File: src/sv/assert_macros.svh
// ---------------------------------------------------------------------------
// Assertion macros
// Concurrent assertion wrappers that compile away in synthesis builds.
// ---------------------------------------------------------------------------
`ifndef ASSERT_MACROS_SVH
`define ASSERT_MACROS_SVH

`ifndef SYNTHESIS

// Checks a property at every rising edge outside of reset.
`define ASSERT_AT(label, clk, rst_n, prop, msg) \
  label: assert property (@(posedge clk) disable iff (!rst_n) (prop)) else $error(msg);

// Checks that the antecedent in one cycle is followed by the consequent in the next.
`define ASSERT_NEXT(label, clk, rst_n, ante, cons, msg) \
  label: assert property (@(posedge clk) disable iff (!rst_n) (ante) |=> (cons)) \
    else $error(msg);

`else

`define ASSERT_AT(label, clk, rst_n, prop, msg)
`define ASSERT_NEXT(label, clk, rst_n, ante, cons, msg)

`endif

`endif

File: src/sv/fsnl_pkg.sv
// ---------------------------------------------------------------------------
// fsnl_pkg
// Types and constants shared by the short-name lookup modules.
// ---------------------------------------------------------------------------
package fsnl_pkg;

  localparam int unsigned KEY_LEN   = 11;
  localparam int unsigned EXT_POS   = 8;
  localparam int unsigned POS_W     = 4;
  localparam int unsigned KEY_W     = 8 * KEY_LEN;

  localparam logic [7:0]  SKIP_MASK = 8'h18;
  localparam logic [7:0]  PAD_BYTE  = 8'h20;
  localparam logic [7:0]  END_BYTE  = 8'h00;
  localparam logic [7:0]  DOT_CHAR  = 8'h2E;
  localparam logic [7:0]  LOWER_A   = 8'h61;
  localparam logic [7:0]  LOWER_Z   = 8'h7A;
  localparam logic [7:0]  CASE_BIT  = 8'h20;

  localparam logic [15:0] MAX_ENTRIES_RESET = 16'd224;

  // Operation codes carried in the op field.
  localparam logic [1:0]  OP_START  = 2'd0;
  localparam logic [1:0]  OP_CHAR   = 2'd1;
  localparam logic [1:0]  OP_ENTRY  = 2'd2;

  typedef enum logic [2:0] {
    OUT_MATCH    = 3'd0,
    OUT_END      = 3'd1,
    OUT_LIMIT    = 3'd2,
    OUT_TOO_LONG = 3'd3,
    OUT_LAST     = 3'd4
  } outcome_e;

  typedef struct packed {
    logic [1:0]  op;
    logic [7:0]  name_char;
    logic [63:0] entry_base;
    logic [23:0] entry_ext;
    logic [7:0]  entry_attr;
    logic        entry_last;
  } in_item_t;

  typedef struct packed {
    logic        found;
    logic [15:0] entry_index;
    outcome_e    outcome;
  } out_item_t;

  // Decision for one directory entry, from the match logic to the top level.
  typedef struct packed {
    logic      emit;
    logic      advance;
    out_item_t result;
  } decision_t;

endpackage

File: src/sv/fsnl_key.sv
// ---------------------------------------------------------------------------
// fsnl_key
// Holds the 11-byte space-padded upper-case search key and its fill position.
// ---------------------------------------------------------------------------
module fsnl_key
  import fsnl_pkg::*;
(
  input  logic             clk_i,
  input  logic             rst_ni,
  input  logic             clear_i,
  input  logic             char_en_i,
  input  logic [7:0]       char_i,
  output logic [KEY_W-1:0] key_o,
  output logic             too_long_o
);

  logic [7:0]       key_q [KEY_LEN];
  logic [7:0]       key_d [KEY_LEN];
  logic [POS_W-1:0] pos_q, pos_d;
  logic             too_long_q, too_long_d;
  logic [7:0]       upper_char;

  assign upper_char = ((char_i >= LOWER_A) && (char_i <= LOWER_Z)) ? (char_i & ~CASE_BIT)
                                                                   : char_i;

  always_comb begin
    key_d      = key_q;
    pos_d      = pos_q;
    too_long_d = too_long_q;
    if (clear_i) begin
      for (int i = 0; i < KEY_LEN; i++) begin
        key_d[i] = PAD_BYTE;
      end
      pos_d      = '0;
      too_long_d = 1'b0;
    end else if (char_en_i) begin
      if (pos_q >= POS_W'(KEY_LEN)) begin
        too_long_d = 1'b1;
      end else if ((char_i == DOT_CHAR) && (pos_q <= POS_W'(EXT_POS))) begin
        pos_d = POS_W'(EXT_POS);
      end else begin
        key_d[pos_q] = upper_char;
        pos_d        = pos_q + POS_W'(1);
      end
    end
  end

  always_ff @(posedge clk_i or negedge rst_ni) begin
    if (!rst_ni) begin
      for (int i = 0; i < KEY_LEN; i++) begin
        key_q[i] <= PAD_BYTE;
      end
      pos_q      <= '0;
      too_long_q <= 1'b0;
    end else begin
      key_q      <= key_d;
      pos_q      <= pos_d;
      too_long_q <= too_long_d;
    end
  end

  // First key byte sits in the top byte, matching the entry field order.
  always_comb begin
    for (int i = 0; i < KEY_LEN; i++) begin
      key_o[KEY_W-1-8*i -: 8] = key_q[i];
    end
  end

  assign too_long_o = too_long_q;

endmodule

File: src/sv/fsnl_match.sv
// ---------------------------------------------------------------------------
// fsnl_match
// Decides the fate of one directory entry against the key and search state.
// ---------------------------------------------------------------------------
module fsnl_match
  import fsnl_pkg::*;
(
  input  in_item_t         item_i,
  input  logic [KEY_W-1:0] key_i,
  input  logic             too_long_i,
  input  logic             done_i,
  input  logic [15:0]      entries_i,
  input  logic [15:0]      max_entries_i,
  output decision_t        dec_o
);

  logic name_equal;
  logic skipped;

  assign name_equal = ({item_i.entry_base, item_i.entry_ext} == key_i);
  assign skipped    = ((item_i.entry_attr & SKIP_MASK) != 8'h00);

  always_comb begin
    dec_o                    = '0;
    dec_o.result.entry_index = entries_i;
    dec_o.result.outcome     = OUT_MATCH;
    if ((item_i.op == OP_ENTRY) && !done_i) begin
      if (too_long_i) begin
        dec_o.emit           = 1'b1;
        dec_o.result.outcome = OUT_TOO_LONG;
      end else if (entries_i >= max_entries_i) begin
        dec_o.emit           = 1'b1;
        dec_o.result.outcome = OUT_LIMIT;
      end else if (item_i.entry_base[63:56] == END_BYTE) begin
        dec_o.emit           = 1'b1;
        dec_o.result.outcome = OUT_END;
      end else if (!skipped && name_equal) begin
        dec_o.emit           = 1'b1;
        dec_o.result.found   = 1'b1;
        dec_o.result.outcome = OUT_MATCH;
      end else begin
        dec_o.advance = 1'b1;
        if (item_i.entry_last) begin
          dec_o.emit               = 1'b1;
          dec_o.result.entry_index = entries_i + 16'd1;
          dec_o.result.outcome     = OUT_LAST;
        end
      end
    end
  end

endmodule

File: src/sv/fat_short_name_lookup_unit.sv
// ---------------------------------------------------------------------------
// fat_short_name_lookup_unit
// FAT 8.3 short-name directory lookup: key builder plus entry scanner.
// ---------------------------------------------------------------------------
// A search opens with a start transaction, then name characters build an
// 11-byte space-padded upper-case key, then directory entries are streamed
// in and compared against it one at a time. Each search yields exactly one
// result transaction (match, end marker, entry limit, name too long, or last
// entry unmatched); after that the block ignores entries until the next
// start. The block takes one transaction per clock cycle when not stalled:
// every item is registered at the input and handled in the single decision
// stage that follows, whose critical path is the 88-bit name compare and
// the 16-bit limit compare, and a result is registered in the output
// register as its entry leaves the decision stage. The input is stalled
// only when the decision stage holds an entry that produces a result while
// the output register is full and stalled. The max_entries register is
// written through its own channel, which is always ready, and should be
// written only while the block is idle.
// ---------------------------------------------------------------------------
`include "assert_macros.svh"

module fat_short_name_lookup_unit
  import fsnl_pkg::*;
(
  input  logic        clk_i,
  input  logic        rst_ni,
  // Item input channel.
  input  logic        in_valid_i,
  output logic        in_stall_o,
  input  in_item_t    in_item_i,
  // Result output channel.
  output logic        out_valid_o,
  input  logic        out_stall_i,
  output out_item_t   out_item_o,
  // Configuration write channel for max_entries.
  input  logic        cfg_valid_i,
  output logic        cfg_ready_o,
  input  logic [15:0] cfg_data_i
);

  // Input register stage.
  in_item_t    item_q;
  logic        item_valid_q, item_valid_d;

  // Search state that lives outside the key builder.
  logic [15:0] entries_q, entries_d;
  logic        done_q, done_d;
  logic [15:0] max_entries_q;

  // Result register.
  out_item_t   out_item_q;
  logic        out_valid_q, out_valid_d;

  logic [KEY_W-1:0] key;
  logic             too_long;
  decision_t        dec;

  logic in_accept;
  logic out_free;
  logic stage_fire;
  logic key_clear;
  logic key_char_en;

  // The output register can take a new result when it is empty or being
  // drained in this cycle.
  assign out_free = !out_valid_q || !out_stall_i;

  // The staged item moves on unless it needs the output register and that
  // register cannot take it. Items with no result never wait.
  assign stage_fire = item_valid_q && (!dec.emit || out_free);
  assign in_stall_o = item_valid_q && !stage_fire;
  assign in_accept  = in_valid_i && !in_stall_o;

  assign cfg_ready_o = 1'b1;

  // Characters only count while the search is still building its key, that
  // is before any entry has been scanned and before a result was given.
  assign key_clear   = stage_fire && (item_q.op == OP_START);
  assign key_char_en = stage_fire && (item_q.op == OP_CHAR) && !done_q && (entries_q == 16'd0);

  fsnl_key u_key (
    .clk_i      (clk_i),
    .rst_ni     (rst_ni),
    .clear_i    (key_clear),
    .char_en_i  (key_char_en),
    .char_i     (item_q.name_char),
    .key_o      (key),
    .too_long_o (too_long)
  );

  fsnl_match u_match (
    .item_i        (item_q),
    .key_i         (key),
    .too_long_i    (too_long),
    .done_i        (done_q),
    .entries_i     (entries_q),
    .max_entries_i (max_entries_q),
    .dec_o         (dec)
  );

  // Search state update for the item leaving the decision stage.
  always_comb begin
    entries_d = entries_q;
    done_d    = done_q;
    if (stage_fire) begin
      if (item_q.op == OP_START) begin
        entries_d = '0;
        done_d    = 1'b0;
      end else begin
        if (dec.advance) begin
          entries_d = entries_q + 16'd1;
        end
        if (dec.emit) begin
          done_d = 1'b1;
        end
      end
    end
  end

  always_comb begin
    if (in_accept) begin
      item_valid_d = 1'b1;
    end else if (stage_fire) begin
      item_valid_d = 1'b0;
    end else begin
      item_valid_d = item_valid_q;
    end
  end

  always_comb begin
    if (stage_fire && dec.emit) begin
      out_valid_d = 1'b1;
    end else if (out_valid_q && out_stall_i) begin
      out_valid_d = 1'b1;
    end else begin
      out_valid_d = 1'b0;
    end
  end

  always_ff @(posedge clk_i or negedge rst_ni) begin
    if (!rst_ni) begin
      item_valid_q  <= 1'b0;
      out_valid_q   <= 1'b0;
      entries_q     <= '0;
      done_q        <= 1'b0;
      max_entries_q <= MAX_ENTRIES_RESET;
    end else begin
      item_valid_q <= item_valid_d;
      out_valid_q  <= out_valid_d;
      entries_q    <= entries_d;
      done_q       <= done_d;
      if (cfg_valid_i && cfg_ready_o) begin
        max_entries_q <= cfg_data_i;
      end
    end
  end

  // Payload registers load only on their handshake and carry no reset.
  always_ff @(posedge clk_i) begin
    if (in_accept) begin
      item_q <= in_item_i;
    end
    if (stage_fire && dec.emit) begin
      out_item_q <= dec.result;
    end
  end

  assign out_valid_o = out_valid_q;
  assign out_item_o  = out_item_q;

  // A delivered result closes the search until the next start.
  `ASSERT_NEXT(a_result_closes_search, clk_i, rst_ni, stage_fire && dec.emit, done_q,
               "result issued but search not marked done")

  // A start clears the scan count and reopens the search.
  `ASSERT_NEXT(a_start_reopens, clk_i, rst_ni, stage_fire && (item_q.op == OP_START),
               (entries_q == 16'd0) && !done_q, "start did not clear search state")

  // Within a search the scan count never moves backward.
  `ASSERT_NEXT(a_count_monotonic, clk_i, rst_ni,
               !(stage_fire && (item_q.op == OP_START)), entries_q >= $past(entries_q),
               "entry count decreased without a start")

endmodule
File: config.mk
export PLATFORM = sky130hd
export DESIGN_NAME = fat_short_name_lookup_unit
export DESIGN_NICKNAME = d
export VERILOG_FILES = /design/src/sv/fsnl_pkg.sv /design/src/sv/fsnl_key.sv /design/src/sv/fsnl_match.sv /design/src/sv/fat_short_name_lookup_unit.sv
export VERILOG_INCLUDE_DIRS = /design/src /design/src/sv
export SDC_FILE = /design/constraint.sdc
export NUM_CORES = 1
export LEC_CHECK = 0
export ABC_AREA = 0
export BUFFER_PORTS_ARGS = -buffer_cell sky130_fd_sc_hd__buf_2
export CAP_MARGIN = 20
export CORE_MARGIN = 2
export CORE_UTILIZATION = 63
export DETAILED_ROUTE_END_ITERATION = 10
export GPL_TIMING_DRIVEN = 0
export PLACE_DENSITY = 0.86
export SETUP_SLACK_MARGIN = 0.1
export SLEW_MARGIN = 25
export SYNTH_ARGS = -nofsm -noshare
export SYNTH_HDL_FRONTEND = slang
export SYNTH_HIERARCHICAL = 1
export SYNTH_SLANG_ARGS = --single-unit
File: constraint.sdc
create_clock -name clk_i -period 13.6 [get_ports clk_i]
set_clock_uncertainty 0.2 [all_clocks]
set_input_delay 2.72 -clock clk_i [delete_from_list [all_inputs] [get_ports clk_i]]
set_output_delay 2.72 -clock clk_i [all_outputs]
set_load 0.03 [all_outputs]
Word-level counts from Yosys, hierarchy flattened
Cells that the tools add are included.
W data, S select, Z words.
- register bits after elaboration: 252
- bits in latches: 0
- RAM bits: 0
- ROM bits: 0
- input port bits: 128
- output and inout port bits: 23
- word-level logic and storage cells: 124
- memories kept: 0
- add/sub/neg operators: 2
- multiply operators: 0
- divide/modulo/power cells: 0
- order comparisons: 7
- equal/unequal tests: 6
- shift-type cells: 0
- muxes and demuxes: 40
- bitwise operators: 2
- reductions and logical operators: 39
- operators with widths (operator ; count):
    $mux W88 ; 4
    $bwmux W88 ; 1
    $eq A88 B88 Y1 ; 1
    $mux W18 ; 3
    $mux W16 ; 3
    $demux W8 S4 ; 1
    $mux W22 ; 1
    $mux W19 ; 1
    $add A16 B1 Y16 const B ; 1
    $ge A16 B16 Y1 ; 1
    $logic_not A16 Y1 ; 1
    $mux W1 ; 16
    $mux W4 ; 4
    $logic_and A1 B1 Y1 ; 14
    $mux W3 ; 4
    $reduce_bool A2 Y1 ; 5
    $eq A8 B6 Y1 const B ; 1
    $ge A8 B7 Y1 const B ; 1
    $le A8 B7 Y1 const B ; 1
    $logic_not A8 Y1 ; 1
    $mux W8 ; 1
    $reduce_and A2 Y1 ; 4
    $reduce_bool A8 Y1 ; 1
    $logic_not A1 Y1 ; 7
    16 further kinds ; 18

Longest topological paths before layout
Gate-level depths: netlist (run 1).
- word-level depth: 16
- mapped depth: 20
- gate-level depth less buffers: 16

By module
The synthesis (run 1) kept the hierarchy.
- modules (own cells, without submodules) (module ; instances ; cells an instance ; area each (um^2) ; seq. area each (um^2)):
    fat_short_name_lookup_unit ; 1 ; 282 ; 5487.8 ; 4693.3
    fsnl_key ; 1 ; 370 ; 4199.0 ; 2341.0
    fsnl_match ; 1 ; 276 ; 2021.9 ; 0.0

Least setup slack after synthesis (run 1)
Ideal clock, no wire load.
- path type: input-to-reg
- start point: input out_stall_i
- end point: register item_q[0] (netlist bit) (enable)
- setup time: 0.478 ns
- arrival time: 5.428 ns
- required time: 12.922 ns
- setup slack: 7.495 ns
- stages on the path: 3
- buffers on the path: 0
- cells stage by stage: and3_4 nand2_1 and2_1
- cells in the longest elaborated chain, start to end: 8
- RTL lines (item ; line ; source):
    start, declared ; fat_short_name_lookup_unit.sv:33 ; input logic out_stall_i,
    $logic_not A1 Y1 ; fat_short_name_lookup_unit.sv:66 ; assign out_free = !out_valid_q || !out_stall_i;
    $logic_or A1 B1 Y1 ; fat_short_name_lookup_unit.sv:66 ;
    $logic_or A1 B1 Y1 ; fat_short_name_lookup_unit.sv:70 ; assign stage_fire = item_valid_q && (!dec.emit || out_free);
    $logic_and A1 B1 Y1 ; fat_short_name_lookup_unit.sv:70 ;
    $logic_not A1 Y1 ; fat_short_name_lookup_unit.sv:71 ; assign in_stall_o = item_valid_q && !stage_fire;
    $logic_and A1 B1 Y1 ; fat_short_name_lookup_unit.sv:71 ;
    $logic_not A1 Y1 ; fat_short_name_lookup_unit.sv:72 ; assign in_accept = in_valid_i && !in_stall_o;
    $logic_and A1 B1 Y1 ; fat_short_name_lookup_unit.sv:72 ;
    via in_accept ; fat_short_name_lookup_unit.sv:58 ; logic in_accept;
    end signal, assigned ; fat_short_name_lookup_unit.sv:161 ; item_q <= in_item_i;
    end, declared ; fat_short_name_lookup_unit.sv:42 ; in_item_t item_q;
The timed path passes the listed nets, and every way through them passes these cells.
A chain may end at the register's enable or synchronous reset.

==> results of run 1 <==
==> registers in the layout (all words and copies together), names as in the netlist, 4 cells and up <==
register / count
out_item_o: 20
max_entries_q: 16
item_q: 101
u_key/key_o: 88
u_key/pos_q: 4
entries_q: 16
==> where the power goes <==
| group | leakage [µW] | switching, µW | internal [µW] |
|---|---|---|---|
| Sequential | 0.00287 | 33.9 | 841 |
| Clock | 0.000416 | 285 | 402 |
| Combinational | 0.00244 | 97.3 | 71.6 |
| Total | 0.00573 | 416 | 1310 |
==> metal layers <==
layer / wire (µm) / global-route usage / vias up
met5: 0 / 0 / -
met4: 1060 / 0.115 / 0
met3: 2270 / 0.0475 / 83
met2: 14000 / 0.494 / 445
met1: 10200 / 0.361 / 3982
li1: - / - / 3663
==> final cells by class <==
cell class	instances	area [µm²]
inverter	54	203
multi-input combinational	583	4300
fill	1163	4530
tap	229	287
clock buffer	42	801
clock inverter	6	43.8
timing repair buffer	144	776
buffer	36	170
sequential	249	6850
==> worst register-to-register path: stages (launching register included) <==
cell      delay [ps]
dfrtp_1          390
xnor2_1          310
nand4_1          180
nor4_1           610
nand4_1          260
nor4_4           690
buf_6            270
nor2_1            60
a21oi_1          250
nand3_1          180
and2_1           230
nand2_1          110
clkinv_1         270
clkbuf_1         330
a211oi_1         320
clkbuf_1         520
a21oi_1          180
==> final timing paths <==
| path | from | end | slack [ps] | cells past startpoint |
|---|---|---|---|---|
| max | u_key/key_o[80] | in_stall_o | 6530 | 12 |
| min | max_entries_q[14] | max_entries_q[14] | 310 | 1 |
| max reg2reg | u_key/key_o[80] | u_key/key_o[61] | 8160 | 16 |
| min reg2reg | max_entries_q[14] | max_entries_q[14] | 310 | 1 |
| max in group asynchronous | rst_ni | u_key/key_o[29] | 10560 | 2 |
| min in group asynchronous | rst_ni | entries_q[0] | 1890 | 1 |
==> metrics by stage <==
| step | hold WS (ps) | instance area, µm² | instances |
|---|---|---|---|
| 3_5_place_dp | 301 | 12600 | 1295 |
| 2_1_floorplan | 280 | 11500 | 922 |
| 5_1_grt | 338 | 13400 | 1343 |
| 4_1_cts | 314 | 13400 | 1343 |
| 6_report | 310 | 13400 | 1343 |
| 3_3_place_gp | 292 | 12500 | 1293 |
==> cells in the final DEF, fill, tap and decap left out, types with 28 or more instances in the layout <==
cell      instances
inv_1            52
xor2_1           36
nand2_1          28
nor2_1           71
dfrtp_1         114
buf_2           148
edfxtp_1        121
mux2i_1          72
a21oi_1          36
clkbuf_1         30
xnor2_1          41
==> flow_summary.json, run 1 <==
{
  "status": "completed",
  "worstPathArrival_ps": 4150,
  "postSynthAreaPerCell_um2": 12.5,
  "start_kind": "flop",
  "utilization": 0.748,
  "fmax_ghz": 0.141,
  "fin_crit_sh": 0.520,
  "fp.dieH_um": 139,
  "path_delay_family": "simple AND/OR/NAND/NOR gates",
  "power_density_nw_per_um2": 129,
  "critPathMaxFanout": 10,
  "gr-total-overflow": 0,
  "wl_per_cell_um": 20.5,
  "die-area_um2": 19400,
  "finalSetupTns_ps": 0,
  "cts_tree": "done",
  "final_nets": 1245,
  "fin_ws_ps": 6530,
  "grt_first_pass_wirelength_um": 43700,
  "hold_violations": 0,
  "place_ws_ps": 7180,
  "first_global_vias": 8288,
  "insertion_delay_ps": 540,
  "htree_levels": 1,
  "setup_viol": 0,
  "die_w_um": 139,
  "p_leak_uw": 0.00573,
  "dr.pass1.iters": 6,
  "avgViaCountPerCell": 6.09,
  "cts_buffers": 26,
  "rsz0062_at_grt": "false",
  "required_ps": 10680,
  "design.core.area_um2": 18000,
  "max_slew.worst_pin.slew_ps": 968,
  "rows": 49,
  "hold_buffers": 0,
  "drc_errors": 0,
  "root_buffer": "clkbuf_16",
  "place_congestion": 0.891,
  "start_util": 0.642,
  "antenna_found_initial": 0,
  "ant_nets": 0,
  "drive_gt1_frac": 0.237,
  "cts_sinks": 249,
  "grt_max_degree": 80,
  "power_uw": 1730,
  "insertedDiodeCount": 0,
  "path_cells": "xnor2_1, nand4_1, nor4_1, nand4_1, nor4_4, buf_6, nor2_1, a21oi_1, and3_4, nand2_1, inv_1, buf_2",
  "finalCriticalPeriod_ps": 7070,
  "drv_cap": 0,
  "syn-num-nets": 1073,
  "relSlewSlack": 0.355,
  "crit_slowest_cell": "nor4_4",
  "synthCells": 922,
  "post-cts-setup-buffers": 0,
  "worst_hold_path_type": "reg2reg",
  "ios": 151,
  "drt_first_iter_violations": 793,
  "track_usage": 0.286,
  "worstSetupPathType": "reg2out",
  "cts_resized": 0,
  "ir_drop_mv": 0.126,
  "wl_um": 27500,
  "worst_path_most_repeated_cell": "nand4_1",
  "slew_violations": 0,
  "portBuffers": 142,
  "synth_warnings": 6,
  "crit_buf_inv": 3,
  "end_kind": "output pin",
  "areaGrowthSynthToFinish_pct": 16.6,
  "path_clk_slew_ps": 60,
  "vias": 8173,
  "crit_path_max_incr_delay_ps": 690,
  "synth_area_um2": 11500,
  "clockBufferDepth": 3,
  "hpwl_um": 18900
}
Note: power is estimated with default switching activity, not from simulation.
==> run 2: changes to the inputs <==
--- a/config.mk
+++ b/config.mk
@@ -10,10 +10,10 @@
 export BUFFER_PORTS_ARGS = -buffer_cell sky130_fd_sc_hd__buf_2
 export CAP_MARGIN = 20
 export CORE_MARGIN = 2
-export CORE_UTILIZATION = 63
+export CORE_UTILIZATION = 53
 export DETAILED_ROUTE_END_ITERATION = 10
 export GPL_TIMING_DRIVEN = 0
-export PLACE_DENSITY = 0.86
+export PLACE_DENSITY = 0.77
 export SETUP_SLACK_MARGIN = 0.1
 export SLEW_MARGIN = 25
 export SYNTH_ARGS = -nofsm -noshare
==> constraint.sdc (replaced) <==
create_clock -name clk_i -period 5.9 [get_ports clk_i]
set_clock_uncertainty 0.2 [all_clocks]
set_input_delay 1.18 -clock clk_i [delete_from_list [all_inputs] [get_ports clk_i]]
set_output_delay 1.18 -clock clk_i [all_outputs]
set_load 0.03 [all_outputs]
==> flow_summary.json, run 2 (synthesis gave the netlist of run 1 again) <==
{
  "hpwl_um": 18600,
  "worstSetupPathType": "reg2reg",
  "dp.cells": 1342,
  "start_kind": "flop",
  "top_register": "item_q",
  "portBuffers": 142,
  "layout_commonest_cell": "buf_2",
  "crit_slowest_cell": "nor4_1",
  "start_util": 0.545,
  "hold_violations": 0,
  "setup_viol": 0,
  "fmax_ghz": 0.185,
  "instances_no_fill": 1394,
  "critPathCapture": "u_key/key_o[69]",
  "p_comb_frac": 0.097,
  "rsz0062_at_grt": "false",
  "power_density_nw_per_um2": 293,
  "ant_nets": 0,
  "insertion_delay_ps": 550,
  "worst_hold_path_type": "reg2reg",
  "reg2reg_from": "item_q[89]",
  "drive_gt1_frac": 0.239,
  "rr_endpoint": "u_key/key_o[69]",
  "largest_reg_flops": 101,
  "post-cts-setup-buffers": 0,
  "critPathMaxFanout": 10,
  "grt_first_pass_wirelength_um": 41000,
  "place_congestion": 0.869,
  "worstPathArrival_ps": 5630,
  "worst-r2r-cell-count": 17,
  "track_usage": 0.232,
  "dr.pass1.iters": 8,
  "antenna_found_initial": 0,
  "cts_tree": "done",
  "drt_first_iter_violations": 505,
  "required_ps": 6120,
  "max_slew.worst_pin.slew_ps": 925,
  "end_kind": "flop",
  "vias": 7930,
  "power_frac_seq": 0.507,
  "power_uw": 3970,
  "die_w_um": 151,
  "wl_per_cell_um": 18.8,
  "avgViaCountPerCell": 5.69,
  "wl_um": 26200,
  "first_global_vias": 7747,
  "die-area_um2": 22900,
  "ios": 151,
  "cts_resized": 0,
  "cts_buffers": 26,
  "dpl_cell_area_um2": 12700,
  "design_area_um2": 13500,
  "design.core.area_um2": 21200,
  "slew_violations": 0,
  "ir_drop_mv": 0.251,
  "insertedDiodeCount": 0,
  "hold_buffers": 0,
  "drv_cap": 0,
  "most-common-layout-cells": "148 x buf_2, 121 x edfxtp_1, 114 x dfrtp_1, 72 x mux2i_1, 71 x nor2_1",
  "utilization": 0.640,
  "power_switching_share": 0.243,
  "rows": 53,
  "finalCriticalPeriod_ps": 5410,
  "relSlewSlack": 0.383,
  "path_cells": "xnor2_1, nand4_1, nor4_1, nand4_1, nor4_4, buf_4, buf_6, nor2_1, a21oi_1, nand3_1, and2_1, nand2_1, clkinv_1, clkbuf_1, a211oi_1, clkbuf_1, a21oi_1",
  "gr-total-overflow": 0,
  "intPower_uw": 3010,
  "cts_sinks": 249,
  "htree_levels": 1,
  "drc_errors": 0,
  "ff2ff_setup_slack_ps": 490,
  "fin_crit_sh": 0.917,
  "crit_path_max_incr_delay_ps": 710,
  "final_nets": 1250,
  "power_frac_clock": 0.396,
  "p_leak_uw": 0.00575,
  "fp.dieH_um": 151,
  "status": "completed",
  "clockBufferDepth": 3,
  "areaGrowthSynthToFinish_pct": 17.4,
  "cp-startpoint": "item_q[89]",
  "root_buffer": "clkbuf_16",
  "p_sw_uw": 965,
  "path_clk_slew_ps": 60,
  "grt_max_degree": 80
}
run 2: area by class of cell:
cell class,count,area (µm²)
plain buffers,36,170
clock buffers,34,714
clock inverters,14,125
fillers,1624,7620
inverters,54,203
multi-input cells,583,4300
flip-flops and latches,249,6850
well taps,275,344
repair buffers,149,818
run 2: layer usage:
layer,part of all wire,GRT usage,routed length (µm),vias to the layer above
met5,0,0,0,-
met4,0.040,0.0953,1040,0
met3,0.067,0.0374,1750,85
met2,0.49,0.392,12800,337
met1,0.40,0.301,10600,3824
li1,-,-,-,3684
run 2: how the worst min path moves through the flow:
stage	slack, ps	startpoint	cells after the start	to
after floorplan	280	done_q	1	done_q
after global placement	290	max_entries_q[4]	1	max_entries_q[4]
after detailed placement	300	max_entries_q[11]	1	max_entries_q[11]
after CTS	310	max_entries_q[11]	1	max_entries_q[11]
after global routing	340	max_entries_q[8]	1	max_entries_q[8]
final	310	max_entries_q[15]	1	max_entries_q[15]
run 2: worst max-delay path, delay by kind of cell, from the launching register on:
kind,cells,cell delay (ps)
simple gates,8,2020
xor+xnor,1,240
flops,1,440
compound gates,3,810
buf+inv,5,1550
run 2: power groups by stage:
stage / sequential, µW / clock [µW] / combinational, µW
2_1_floorplan: 2030 / 0 / 239
3_3_place_gp: 2050 / 0 / 360
3_5_place_dp: 2050 / 0 / 383
4_1_cts: 2010 / 1600 / 387
5_1_grt: 2030 / 1680 / 425
6_report: 2010 / 1570 / 386
run 2: through the flow:
stage | setup TNS (ps) | setup slack, ps | hold WS [ps]
detailed placement | 0 | 356 | 296
CTS | 0 | 350 | 309
finish | 0 | 492 | 307
global placement | -84310 | -844 | 292
floorplan | 0 | 311 | 280
global route | 0 | 282 | 335
==> run 3: changes to the inputs <==
--- a/config.mk
+++ b/config.mk
@@ -9,11 +9,13 @@
 export ABC_AREA = 0
 export BUFFER_PORTS_ARGS = -buffer_cell sky130_fd_sc_hd__buf_2
 export CAP_MARGIN = 20
+export CORE_ASPECT_RATIO = 0.9
 export CORE_MARGIN = 2
 export CORE_UTILIZATION = 53
 export DETAILED_ROUTE_END_ITERATION = 10
 export GPL_TIMING_DRIVEN = 0
 export PLACE_DENSITY = 0.77
+export REMOVE_ABC_BUFFERS = 1
 export SETUP_SLACK_MARGIN = 0.1
 export SLEW_MARGIN = 25
 export SYNTH_ARGS = -nofsm -noshare
==> flow_summary.json, run 3 (synthesis gave the netlist of run 1 again) <==
{
  "status": "completed",
  "whs_endpoint": "max_entries_q[15]",
  "first_global_vias": 7417,
  "worstSetupPathType": "reg2reg",
  "drv_cap": 0,
  "root_buffer": "clkbuf_16",
  "power_switching_share": 0.244,
  "critPathMaxFanout": 18,
  "setup_viol": 0,
  "finalCriticalPeriod_ps": 5360,
  "die_w_um": 159,
  "top_register": "item_q",
  "layout_commonest_cell": "buf_2",
  "cts_sinks": 249,
  "insertion_delay_ps": 530,
  "track_usage": 0.224,
  "intPower_uw": 3010,
  "hold_violations": 0,
  "areaGrowthSynthToFinish_pct": 16.5,
  "ir_drop_mv": 0.253,
  "power_frac_seq": 0.508,
  "power_uw": 3980,
  "cts_buffers": 26,
  "ios": 151,
  "crit_slowest_cell": "or4_1",
  "drc_errors": 0,
  "wl_per_cell_um": 18.6,
  "hpwl_um": 17400,
  "vias": 7608,
  "post-cts-setup-buffers": 0,
  "max_slew.worst_pin.slew_ps": 970,
  "cts_resized": 0,
  "crit_path_max_incr_delay_ps": 920,
  "worst_path_most_repeated_cell": "nor2_1",
  "start_kind": "flop",
  "cts_tree": "done",
  "antenna_found_initial": 0,
  "insertedDiodeCount": 0,
  "crit_buf_inv": 1,
  "multi_input_area_um2": 4330,
  "relSlewSlack": 0.354,
  "gr-total-overflow": 0,
  "regArea_um2": 6850,
  "design.core.area_um2": 21500,
  "rr_endpoint": "u_key/key_o[76]",
  "final_nets": 1213,
  "min_from": "max_entries_q[15]",
  "place_ws_ps": 222,
  "hold_buffers": 0,
  "die-area_um2": 22900,
  "p_comb_frac": 0.091,
  "required_ps": 6110,
  "grt_max_degree": 73,
  "worstPathArrival_ps": 5570,
  "end_kind": "flop",
  "slew_violations": 0,
  "reg2reg_from": "max_entries_q[6]",
  "power_density_nw_per_um2": 297,
  "design_area_um2": 13400,
  "finalSetupTns_ps": 0,
  "largest_reg_flops": 101,
  "fp.dieH_um": 144,
  "place_congestion": 0.865,
  "dpl_cell_area_um2": 12600,
  "rsz0062_at_grt": "false",
  "hold_depth": 1,
  "power_frac_clock": 0.400,
  "worst-r2r-cell-count": 15,
  "drive_gt1_frac": 0.244,
  "fin_ws_ps": 538,
  "grt_first_pass_wirelength_um": 40400,
  "start_util": 0.536,
  "worst_hold_path_type": "reg2reg",
  "num-fill-cells": 1674,
  "p_leak_uw": 0.00567,
  "avgViaCountPerCell": 5.54,
  "path_delay_family": "simple AND/OR/NAND/NOR gates",
  "most-common-layout-cells": "142 x buf_2, 121 x edfxtp_1, 114 x dfrtp_1, 72 x mux2i_1, 71 x nor2_1",
  "fin_crit_sh": 0.909,
  "utilization": 0.624,
  "htree_levels": 1,
  "fmax_ghz": 0.187,
  "clockBufferDepth": 3,
  "rows": 51,
  "path_cells": "inv_1, ha_1, a21o_1, a221oi_2, nor2b_1, or4_1, nor2_1, a21oi_1, nand3_1, nand2_1, nor3_2, nand2b_1, a211oi_4, mux2i_1, nor2_1",
  "ff2ff_setup_slack_ps": 540,
  "wl_um": 25600,
  "ant_nets": 0,
  "drt_first_iter_violations": 602,
  "p_sw_uw": 972,
  "dr.pass1.iters": 5,
  "portBuffers": 143,
  "path_clk_slew_ps": 60
}
==> run 3: cell count changes in the layout (fill, tap and decap cells not counted), moves of 3 or more <==
| cell | before | now |
|---|---|---|
| clkbuf_1 | 27 | 3 |
| buf_2 | 148 | 142 |
| buf_4 | 7 | 1 |
| clkinv_1 | 5 | 0 |
| clkinvlp_4 | 1 | 4 |
==> run 3: per-stage QoR <==
step	hold WS, ps	cells
global route	320	1373
finish	306	1373
CTS	310	1373
detailed placement	296	1325
floorplan	280	886
global placement	293	1320
==> run 3: final cells by class <==
| class | instances | share of cell area |
|---|---|---|
| sequential | 249 | 0.510 |
| multi-input combinational | 583 | 0.323 |
| timing repair buffer | 148 | 0.0616 |
| clock buffer | 32 | 0.0532 |
| tap | 291 | 0.0271 |
| inverter | 54 | 0.0155 |
| clock inverter | 16 | 0.00932 |
==> run 3: power groups by stage <==
stage | Clock, µW | Sequential (µW) | Combinational, µW
final | 1590 | 2030 | 363
after global routing | 1700 | 2040 | 406
after detailed placement | 0 | 2060 | 362
after global placement | 0 | 2060 | 342
after floorplan | 0 | 2040 | 226
after CTS | 1630 | 2030 | 366
==> run 3: per-layer routing <==
layer	up-vias	track usage	share of wire	wire length [µm]
met5	-	0	0	0
met2	254	0.354	0.46	11900
li1	3601	-	-	-
met3	38	0.0369	0.061	1560
met4	0	0.0526	0.018	452
met1	3715	0.329	0.46	11700
==> run 3: worst max path at each step <==
| stage | from | end | slack (ps) | cells past startpoint |
|---|---|---|---|---|
| floorplan | u_key/key_o[65] | u_key/key_o[61] | 70 | 13 |
| global placement | item_q[96] | u_key/key_o[61] | -2970 | 13 |
| detailed placement | max_entries_q[6] | u_key/key_o[76] | 220 | 15 |
| CTS | max_entries_q[6] | u_key/key_o[75] | 140 | 15 |
| global route | entries_q[0] | u_key/key_o[71] | 230 | 15 |
| finish | max_entries_q[6] | u_key/key_o[76] | 540 | 15 |
==> run 3: worst reg2reg max path, delay by kind of cell, from the launching register on <==
kind	cells	cell delay [ps]
AND/OR/NAND/NOR	8	2540
AO/OA/AOI/OAI	4	1340
multiplexers	1	310
buffers and inverters	1	50
flip-flops	1	530
adder cells (fa/ha/maj)	1	290
